**config.mk**
```make
export PLATFORM = sky130hd
export DESIGN_NAME = rtd_sqrt
export DESIGN_NICKNAME = d
export VERILOG_FILES = /design/src/hw/rtl/rtd_pkg.sv /design/src/hw/rtl/rtd_sqrt.sv
export SDC_FILE = /design/constraint.sdc
export NUM_CORES = 2
export LEC_CHECK = 0
export BUFFER_PORTS_ARGS = -buffer_cell sky130_fd_sc_hd__buf_4
export CAP_MARGIN = 20
export CORE_MARGIN = 5
export CORE_UTILIZATION = 55
export CTS_BUF_LIST = sky130_fd_sc_hd__clkbuf_8
export DETAILED_ROUTE_END_ITERATION = 10
export HOLD_SLACK_MARGIN = 0.12
export PLACE_DENSITY = 0.74
export SLEW_MARGIN = 10
export SYNTH_ARGS = -nofsm -noshare
export SYNTH_HDL_FRONTEND = slang
export SYNTH_SLANG_ARGS = --single-unit
```
**constraint.sdc**
```tcl
create_clock -name clk -period 3.51 [get_ports clk]
set_input_delay 0.351 -clock clk [delete_from_list [all_inputs] [get_ports clk]]
set_output_delay 0.351 -clock clk [all_outputs]
set_load 0.05 [all_outputs]
```
**src/hw/rtl/rtd_pkg.sv**
```systemverilog
`timescale 1ns / 1ps
// ---------------------------------------------------------------------------
// rtd_pkg
// Shared constants and sideband type for the RTD code to temperature core.
// ---------------------------------------------------------------------------
package rtd_pkg;

  localparam int CODE_W = 15;
  localparam int OHMS_W = 16;
  localparam int RES_W  = 22;
  localparam int TEMP_W = 19;
  localparam int N_W    = CODE_W + OHMS_W;

  // Register indexes
  localparam logic REG_REFERENCE = 1'b0;
  localparam logic REG_NOMINAL   = 1'b1;

  // Callendar-Van Dusen terms scaled by 10^14
  localparam logic [30:0] CVD_D0 = 31'd1758480889;
  localparam logic [27:0] CVD_K  = 28'd231000000;
  localparam int          LHS_W  = 28 + N_W;
  // A * 10^7 * 2^16
  localparam logic [31:0] CVD_A0 = 32'd2561343488;

  localparam int SQ_W   = 32;
  localparam int QUO_W  = 2 * SQ_W - 1;

  // floor(u / 231) via reciprocal multiply
  localparam int          U_W         = 33;
  localparam int          RECIP_SHIFT = 40;
  localparam logic [32:0] RECIP       = 33'((64'd1 << RECIP_SHIFT) / 64'd231);
  localparam int          Q_W         = 2 * U_W - RECIP_SHIFT;
  localparam logic [7:0]  DIVISOR     = 8'd231;

  localparam logic [RES_W-1:0]         RES_MAX  = '1;
  localparam logic signed [TEMP_W-1:0] TEMP_SAT = 19'sd216577;
  localparam logic signed [TEMP_W-1:0] TEMP_MAX = 19'sd262143;
  localparam logic signed [TEMP_W-1:0] TEMP_MIN = -19'sd262144;

  typedef struct packed {
    logic [RES_W-1:0] res;
    logic             flag;
  } side_t;

endpackage

```
**src/hw/rtl/rtd_sqrt.sv**
```systemverilog
`timescale 1ns / 1ps
// ---------------------------------------------------------------------------
// rtd_sqrt
// Pipelined integer square root, one root bit per stage.
// ---------------------------------------------------------------------------
module rtd_sqrt
  import rtd_pkg::*;
#(
  parameter int SW = 32
) (
  input  logic            clk,
  input  logic            rst,
  input  logic            en,
  input  logic            vin,
  input  side_t           side_in,
  input  logic [2*SW-1:0] rad_in,
  output logic            vout,
  output side_t           side_out,
  output logic [SW-1:0]   root
);

  localparam int RW = SW + 3;

  logic [2*SW-1:0] rad [0:SW];
  logic [RW-1:0]   rem [0:SW];
  logic [SW-1:0]   rt  [0:SW];
  logic            vld [0:SW];
  side_t           sd  [0:SW];

  always_comb begin
    rad[0] = rad_in;
    rem[0] = '0;
    rt[0]  = '0;
    vld[0] = vin;
    sd[0]  = side_in;
  end

  for (genvar g = 0; g < SW; g++) begin : g_stage
    logic [RW-1:0] cur;
    logic [RW-1:0] trial;
    logic          ge;

    always_comb begin
      cur   = {rem[g][RW-3:0], rad[g][2*SW-1 -: 2]};
      trial = RW'({rt[g], 2'b01});
      ge    = cur >= trial;
    end

    always_ff @(posedge clk) begin
      if (rst) begin
        vld[g+1] <= 1'b0;
      end else if (en) begin
        vld[g+1] <= vld[g];
      end
      if (en) begin
        rem[g+1] <= ge ? cur - trial : cur;
        rt[g+1]  <= {rt[g][SW-2:0], ge};
        rad[g+1] <= {rad[g][2*SW-3:0], 2'b00};
        sd[g+1]  <= sd[g];
      end
    end
  end

  assign vout     = vld[SW];
  assign side_out = sd[SW];
  assign root     = rt[SW];

endmodule

```
==> flow_summary.ini <==
[run_status]
status = finished clean

[floorplanning]
die-area_mm2 = 0.2651
fp.dieH_um = 514.9
core_area_mm2 = 0.2539
pin_count = 147
die_width_um = 514.9
rows = 185
start_util_pct = 55.21

[timing]
fin_crit_sh_pct = 97.55
hold_viol_final = 0
whs_ns = 0.3746
rsz0062_at_grt = true
max_freq_ghz = 0.2921
finClkSkew_ns = 0.06220
setup_viol = 0
relSlewSlack_pct = 38.81
min_period_ns = 3.424
worst_slew_pin_slew_ns = 0.9179
slew_violations = 0

[grt]
grt_max_degree = 101
antenna_found_initial = 3
grt_overflow = 0
grt_pass1_wl_um = 446900
grt_pass1_vias = 82800
gr-usage-all-layers_pct = 21.02

[synth]
synthCells = 9977
synth_top_flop_cell = edfxtp_1
yosysWarningCount = 0
synth-seq-cells = 3263
synth_cell_types = 95
synthArstFlopShare_pct = 0
seq_area_frac_synth_pct = 69.67
synth_fp_nets = 10630
avgSynthCellArea_um2 = 14.05
synth_edf_count = 3231
netlist_area_mm2 = 0.1402

[pwr]
power_leakage_nw = 61.71
irDropWorstVdd_mv = 0.4378
p_per_area_mw_per_mm2 = 633.3
p_total_w = 0.1020

[setup_path]
endpoint_kind = flop
critical_path_class = flop to flop
cp.required_ns = 4.36
cp.arrival_ns = 4.27
critPathLaunchType = flop
cp_max_fo = 5

[clock_network]
ctsRootBufferMaster = clkbuf_8
cts_tree = built
cts_buffer_depth = 4
cts.sinks = 3263
htreeDepth = 6
cts-buffers-inserted = 535
path_clk_slew_ns = 0.06
clock_latency_ns = 1.13

[cells_and_area]
drive_above_1_share_pct = 13.16
nets = 11720
final_cells = 14830
nFillCells = 18320
area_growth_pct = 14.93

[routing]
vias = 82050
ant_nets = 0
wl_um = 283400
post-route-drc-count = 0
drtIter0Drc = 6284
wl_per_cell_um = 19.12
routed_via_density = 5.534
drtPass1Iterations = 6

[placed_design]
gp_congestion = 0.9339
post-place-cells = 13700
port_buffers = 146
hpwl_um = 197100

[min_path]
hp-class = flop to flop

[job]
maxCapViolCount = 0
==> flip-flops by register name (all words and copies together), names as in the netlist <==
signal / flops
g_stage.cur: 1037
rad: 930
sd: 713
g_stage.trial: 496
root: 32
vld: 31
side_out: 23
vout: 1
==> critical path, cell delays in order, from the launching register on <==
cell,delay (ns)
edfxtp_1,0.45
inv_1,0.07
ha_1,0.37
nand3_1,0.17
buf_4,0.18
nor2_1,0.13
o31ai_2,0.10
a211oi_1,0.50
nor4_1,0.18
buf_4,0.18
o31ai_1,0.30
a21oi_1,0.15
xnor2_1,0.14
mux2_2,0.26
==> report_power, final <==
| group | switching (W) | internal [W] | total, W |
|---|---|---|---|
| Sequential | 0.00266 | 0.0483 | 0.0509 |
| Clock | 0.0153 | 0.0163 | 0.0316 |
| Combinational | 0.0112 | 0.00833 | 0.0195 |
| Total | 0.0292 | 0.0729 | 0.102 |
==> cell usage in the layout, fill, tap and decap left out, drive strengths merged, types with 88 or more instances in the layout <==
master	netlist	layout
o21a	103	103
inv	715	903
buf	62	586
nor2	571	571
a21oi	528	528
nand4	97	97
ha	561	561
edfxtp	3231	3231
a21o	248	248
o21ai	566	566
clkbuf	154	537
nand2b	88	88
nor4	109	109
nand3	108	108
xnor2	369	369
xor2	407	407
nor3	225	225
nand2	685	685
clkinv	1	178
dlygate4sd3	0	181
or3	104	104
==> synth_stat cells (all sizes together) (11+ instances only) <==
library cell | instances | area (um^2)
edfxtp | 3231 | 97020
inv | 715 | 2684
nand2 | 685 | 2571
nor2 | 571 | 2143
o21ai | 566 | 2836
ha | 561 | 7019
a21oi | 528 | 2643
xor2 | 407 | 3565
xnor2 | 369 | 3232
a21o | 248 | 1862
nor3 | 225 | 1126
clkbuf | 154 | 578.1
nor4 | 109 | 715.7
nand3 | 108 | 540.5
or3 | 104 | 665.6
o21a | 103 | 773.2
nand4 | 97 | 606.8
nand2b | 88 | 550.5
o31ai | 76 | 570.6
nor2b | 72 | 450.4
or2 | 68 | 425.4
or4 | 67 | 511.7
mux2 | 66 | 743.2
buf | 62 | 359.1
o21bai | 53 | 397.9
mux2i | 52 | 520.5
a31oi | 45 | 281.5
and2 | 45 | 281.5
o211ai | 45 | 342.8
and3 | 40 | 250.2
a211oi | 39 | 297.8
a21boi | 37 | 277.8
dfxtp | 32 | 640.6
nand3b | 32 | 240.2
a211o | 18 | 157.7
a31o | 17 | 148.9
nor3b | 16 | 120.1
nor4b | 16 | 146.4
o2111ai | 16 | 140.1
a2111oi | 15 | 131.4
and4 | 15 | 131.4
nand4b | 14 | 122.6
o31a | 11 | 96.34
==> layer usage <==
layer / track usage (%) / up-vias / wire length (um)
li1: - / 39460 / -
met3: 3.000 / 652 / 12890
met2: 36.42 / 2240 / 141500
met1: 26.97 / 39700 / 118600
met5: 0 / - / 0
met4: 8.113 / 0 / 10490
==> worst paths after layout <==
path,startpoint,end,slack (ns),depth (start not counted)
worst min-delay path,rad[2028]$_DFFE_PP_,rad[1966]$_DFFE_PP_,0.37,0
worst min register to register,rad[2028]$_DFFE_PP_,rad[1966]$_DFFE_PP_,0.37,0
worst max register to register,g_stage[29].trial[9]$_DFFE_PP_,g_stage[30].cur[30]$_DFFE_PP_,0.09,13
worst max-delay path,g_stage[29].trial[9]$_DFFE_PP_,g_stage[30].cur[30]$_DFFE_PP_,0.09,13
==> kinds of logic after synthesis <==
kind of cell / synth area share [%]
AND/OR/NAND/NOR: 8.400
flip-flops: 69.67
buffers and inverters: 2.593
other: 0.002675
XOR/XNOR: 4.848
multiplexers: 0.9014
adder cells (fa/ha/maj): 5.007
AO/OA/AOI/OAI: 8.582
==> stage by stage <==
step	instance area, um^2	utilization (%)	worst slack (ns)	setup TNS, ns
6_report	161100	63.45	0.08593	0
5_1_grt	161100	63.45	-0.05202	-0.1183
4_1_cts	160700	63.30	0.0006906	0
3_5_place_dp	148700	58.57	-0.2295	-0.3588
3_3_place_gp	148700	58.57	-0.2862	-0.2893
2_1_floorplan	140200	-	0.1838	0
==> cell type report <==
type	count	area, um^2	area share [%]
clock buffer	537	7391	4.587
timing repair buffer	767	7091	4.401
antenna	1	2.502	0.001553
tap	3366	4212	2.614
sequential	3263	97660	60.62
inverter	716	2688	1.668
multi-input combinational	5781	39300	24.39
clock inverter	396	2776	1.723
==> timing repair <==
action	CTS	global route
gates resized for setup	8	75
hold buffers	181	0
endpoints found under the hold margin	718	0
pin swaps	0	10
endpoints found under the setup margin	24	280
buffers inserted	0	9
Note: power is estimated with default switching activity, not from simulation.
