**config.mk**
```make
export PLATFORM = sky130hd
export DESIGN_NAME = rtd_scale
export DESIGN_NICKNAME = d
export VERILOG_FILES = /design/src/hw/rtl/rtd_pkg.sv /design/src/hw/rtl/rtd_scale.sv
export SDC_FILE = /design/constraint.sdc
export NUM_CORES = 2
export LEC_CHECK = 0
export BUFFER_PORTS_ARGS = -buffer_cell sky130_fd_sc_hd__clkbuf_2
export CAP_MARGIN = 5
export CORE_MARGIN = 5
export CORE_UTILIZATION = 32
export DETAILED_ROUTE_END_ITERATION = 10
export MAX_ROUTING_LAYER = met4
export PLACE_DENSITY_LB_ADDON = 0.05
export SETUP_SLACK_MARGIN = 0.05
export SLEW_MARGIN = 10
export SYNTH_ARGS = -nofsm -noshare
export SYNTH_HDL_FRONTEND = slang
export SYNTH_SLANG_ARGS = --single-unit
```
**constraint.sdc**
```tcl
create_clock -name clk -period 13.9 [get_ports clk]
set_input_delay 2.085 -clock clk [delete_from_list [all_inputs] [get_ports clk]]
set_output_delay 2.085 -clock clk [all_outputs]
set_load 0.005 [all_outputs]
```
**src/hw/rtl/rtd_pkg.sv**
```systemverilog
`timescale 1ns / 1ps
// ---------------------------------------------------------------------------
// rtd_pkg
// Shared constants and sideband type for the RTD code to temperature core.
// ---------------------------------------------------------------------------
package rtd_pkg;

  localparam int CODE_W = 15;
  localparam int OHMS_W = 16;
  localparam int RES_W  = 22;
  localparam int TEMP_W = 19;
  localparam int N_W    = CODE_W + OHMS_W;

  // Register indexes
  localparam logic REG_REFERENCE = 1'b0;
  localparam logic REG_NOMINAL   = 1'b1;

  // Callendar-Van Dusen terms scaled by 10^14
  localparam logic [30:0] CVD_D0 = 31'd1758480889;
  localparam logic [27:0] CVD_K  = 28'd231000000;
  localparam int          LHS_W  = 28 + N_W;
  // A * 10^7 * 2^16
  localparam logic [31:0] CVD_A0 = 32'd2561343488;

  localparam int SQ_W   = 32;
  localparam int QUO_W  = 2 * SQ_W - 1;

  // floor(u / 231) via reciprocal multiply
  localparam int          U_W         = 33;
  localparam int          RECIP_SHIFT = 40;
  localparam logic [32:0] RECIP       = 33'((64'd1 << RECIP_SHIFT) / 64'd231);
  localparam int          Q_W         = 2 * U_W - RECIP_SHIFT;
  localparam logic [7:0]  DIVISOR     = 8'd231;

  localparam logic [RES_W-1:0]         RES_MAX  = '1;
  localparam logic signed [TEMP_W-1:0] TEMP_SAT = 19'sd216577;
  localparam logic signed [TEMP_W-1:0] TEMP_MAX = 19'sd262143;
  localparam logic signed [TEMP_W-1:0] TEMP_MIN = -19'sd262144;

  typedef struct packed {
    logic [RES_W-1:0] res;
    logic             flag;
  } side_t;

endpackage

```
**src/hw/rtl/rtd_scale.sv**
```systemverilog
`timescale 1ns / 1ps
// ---------------------------------------------------------------------------
// rtd_scale
// Maps the root to Celsius: (A - root) * 20 * 2^FRAC_BITS / (231 * 2^16),
// floored, saturated; four register stages ending in the output register.
// ---------------------------------------------------------------------------
module rtd_scale
  import rtd_pkg::*;
#(
  parameter int FRAC_BITS = 6
) (
  input  logic                     clk,
  input  logic                     rst,
  input  logic                     en,
  input  logic                     vin,
  input  side_t                    side_in,
  input  logic [SQ_W-1:0]          root,
  output logic                     vout,
  output logic [RES_W-1:0]         res,
  output logic signed [TEMP_W-1:0] temp,
  output logic                     flag
);

  // stage A: offset, scale, fold sign
  logic signed [33:0] x;
  logic signed [38:0] x20;
  logic signed [38:0] y;
  logic [U_W-1:0]     u_next;

  always_comb begin
    x      = $signed({2'b00, CVD_A0}) - $signed({2'b00, root});
    x20    = (39'(x) <<< 4) + (39'(x) <<< 2);
    y      = x20 >>> (16 - FRAC_BITS);
    u_next = y[38] ? U_W'(39'sd230 - y) : U_W'(y);
  end

  logic             va, vb, vc;
  side_t            sa, sb, sc;
  logic             na, nb, nc;
  logic [U_W-1:0]   ua, ub;
  logic [Q_W-1:0]   qb;
  logic [Q_W:0]     qc;

  // stages B and C: reciprocal multiply, remainder correction
  logic [2*U_W-1:0] prod;
  logic [U_W:0]     r;

  always_comb begin
    prod = ua * RECIP;
    r    = {1'b0, ub} - ((U_W + 1)'(qb) * (U_W + 1)'(DIVISOR));
  end

  // stage D: sign, saturation, flag
  logic signed [Q_W+1:0]   t;
  logic signed [TEMP_W-1:0] t_sat;

  always_comb begin
    t = nc ? -$signed({1'b0, qc}) : $signed({1'b0, qc});
    if (t > (Q_W + 2)'(TEMP_MAX)) begin
      t_sat = TEMP_MAX;
    end else if (t < (Q_W + 2)'(TEMP_MIN)) begin
      t_sat = TEMP_MIN;
    end else begin
      t_sat = TEMP_W'(t);
    end
  end

  always_ff @(posedge clk) begin
    if (rst) begin
      va   <= 1'b0;
      vb   <= 1'b0;
      vc   <= 1'b0;
      vout <= 1'b0;
    end else if (en) begin
      va   <= vin;
      vb   <= va;
      vc   <= vb;
      vout <= vc;
    end
    if (en) begin
      sa   <= side_in;
      na   <= y[38];
      ua   <= u_next;
      sb   <= sa;
      nb   <= na;
      ub   <= ua;
      qb   <= prod[2*U_W-1:RECIP_SHIFT];
      sc   <= sb;
      nc   <= nb;
      qc   <= {1'b0, qb} + (Q_W + 1)'(r >= (U_W + 1)'(DIVISOR));
      res  <= sc.res;
      flag <= sc.flag;
      temp <= sc.flag ? TEMP_SAT : t_sat;
    end
  end

endmodule

```
==> results.yml <==
synth:
  synth-seq-cells: 228
  synth_nets: 3911
  synth_cells: 2937
  synthArstFlopShare_pct: 0
  seq_area_frac_synth_pct: 22.2
  yosys_warnings: 0
  synth_common_cells: "765 x inv_1, 508 x ha_1, 407 x fa_1"
  synth_top_family_by_area: "adder cells"
  synth-compound-area-share_pct: 8.73
  syn-cell-area_sq_um: 30700
  synth_fa_ha_area_share_pct: 47.3
  yosys.area_share.simple_pct: 6.52
  yosysUniqueCellTypes: 81
  synth.avg_cell_area_sq_um: 10.4
  synth_top_area_share_pct: 26.6
  ys.flop_type: "edfxtp_1"
  yosysMostFrequentCell: "inv_1"
  synth_xor_area_share_pct: 4.80
  synth_area_leaders: "fa_1 27%, edfxtp_1 22%, ha_1 21%"
  yosys.area.top_type: "fa_1"
  synth-edff-count: 224
  muxShareOfSynthArea_pct: 0.580
cts:
  htree_levels: 1
  root_buffer: "clkbuf_16"
  cts_tree: "built"
  clk-insertion-delay-late_ns: 0.57
  cts_setup_buffers: 0
  path_clk_slew_ns: 0.06
  clockBufferDepth: 3
  cts.repair.resized: 0
  cts_hold_buf: 0
  cts_buffers: 29
  clock-sinks: 228
timing:
  fin_crit_ns: 8.24
  min_period_over_period_pct: 59.3
  rsz0062_at_grt: "no"
  finalSetupTns_ns: 0
  worstMarginPinSlew_ns: 1.04
  max_freq_mhz: 121
  max-slew-margin-rel_pct: 30.7
  finalSetupViolCount: 0
  slew_viol_final: 0
  final_hold_viol_count: 0
  skew_ns: 0.0308
final_layout:
  areaGrowthSynthToFinish_pct: 9.70
  layout-drive-gt1-share_pct: 6.12
  fin_nets: 4028
  fill_cells: 9737
setup_path:
  critPathSlowestCell: "edfxtp_1"
  crit_fanout: 10
  cp_top_family: "adder cells"
  crit_buf_inv: 5
  crit_chain: "ha_1 -> inv_1 -> fa_1 -> fa_1 -> fa_1 -> inv_1 -> fa_1 -> inv_1 -> fa_1 -> inv_1 -> fa_1 -> ha_1 -> ha_1 -> nand4_1 -> o21ai_0 -> buf_4 -> nand4_1 -> and3_1 -> a21oi_1 -> o2111ai_1 -> a2111oi_2 -> or3_1 -> o2111ai_1"
  cp.arrival_ns: 8.52
  critPathRequiredTime_ns: 14.18
  worstSetupPathType: "reg -> reg"
  cpMostUsedCell: "fa_1"
  cp_slowest_stage_delay_ns: 0.81
  endpoint_kind: "flip-flop"
  critPathLaunchType: "flip-flop"
route:
  vias: 19900
  drt-total-wl_mm: 78.4
  first_pass_iters: 5
  first_iter_violations: 756
  routedWlPerCell_um: 18.1
  via_per_inst: 4.59
  ant_nets: 0
  post-route-drc-count: 0
die:
  start_util_pct: 32.3
  die_x_um: 320
  row_count: 113
  coreArea_sq_um: 95000
  die_y_um: 320
  dieArea_sq_um: 102000
  pin_count: 102
run_status:
  status: "finished clean"
job:
  cap_violations: 0
place:
  dp.final_hpwl_mm: 66.4
  port_buffers: 101
  place_congestion: 0.834
grt:
  grt_max_degree: 103
  grt-ovfl-total: 0
  grt_pass1_vias: 22300
  antenna_found_initial: 2
  grt_pass1_wl_mm: 126
  track_usage_pct: 15.9
hold_path:
  min_path_type: "reg -> reg"
==> final cells by class <==
type	instances	area, sq um	share of cell area, %
antenna	1	2.50	0.00744
sequential	228	6810	20.2
multi-input combinational	1911	20800	62.0
tap	1265	1580	4.71
inverter	766	2880	8.55
clock buffer	38	779	2.32
clock inverter	12	105	0.313
timing repair buffer	118	643	1.91
==> sequential cells by signal, summed over array words and instances (netlist names), 19 cells and up <==
register / count
qb: 25
sc: 23
temp: 19
ua: 29
sa: 23
qc: 27
ub: 29
sb: 23
res: 22
==> per-stage QoR <==
stage	hold WS (ns)	instances	utilization, %	setup slack, ns	cell area [sq um]
after detailed placement	0.405	4288	34.5	5.55	32700
after CTS	0.407	4338	35.4	5.46	33600
after global placement	0.400	4288	34.5	5.64	32700
after floorplan	0.400	2937	-	6.65	30700
after global routing	0.420	4338	35.4	5.10	33600
final	0.410	4339	35.4	5.66	33600
==> path summary, 6_finish.rpt <==
| path | startpoint | to | slack [ns] | cells after the start |
|---|---|---|---|---|
| min reg2reg | sb[6] | sc[6] | 0.41 | 0 |
| max reg2reg | ua[8] | qb[20] | 5.66 | 23 |
| min | sb[6] | sc[6] | 0.41 | 0 |
| max | ua[8] | qb[20] | 5.66 | 23 |
==> per-layer routing <==
metal / share of wire [%] / vias up / global-route usage (%)
met5: 0 / - / -
met1: 48 / 9748 / 21.7
li1: - / 9824 / -
met4: 1.8 / 0 / 2.68
met3: 3.2 / 80 / 1.92
met2: 47 / 265 / 26.3
==> placed cells by master, fill, tap and decap left out, types with 12 or more instances in the layout <==
cell	synthesis	layout
edfxtp_1	224	224
nor2b_1	16	16
a31oi_1	18	18
buf_4	2	17
nand2_1	105	105
fa_1	407	407
clkbuf_16	0	29
ha_1	508	508
clkbuf_2	0	100
o211ai_1	12	12
and3_1	22	22
o21a_1	21	21
nor3_1	35	35
nor2_1	91	91
a211oi_1	14	14
a21o_1	49	49
nand4_1	24	24
a21oi_1	105	105
o21ai_1	13	13
o21ai_0	80	80
inv_1	765	765
xor2_1	68	68
nand3_1	37	37
xnor2_1	100	100
==> logic make-up (layout without fill, tap and decap cells) <==
group	after synthesis	after routing
adder cells (fa/ha/maj)	915	915
AND/OR/NAND/NOR	403	403
XOR/XNOR	168	168
other	1	2
AO/OA/AOI/OAI	407	407
flip-flops	228	228
buffers and inverters	798	934
multiplexers	17	17
Power is not shown: default switching activity piles up to over one toggle a cycle in this logic, so the estimate is an artifact.
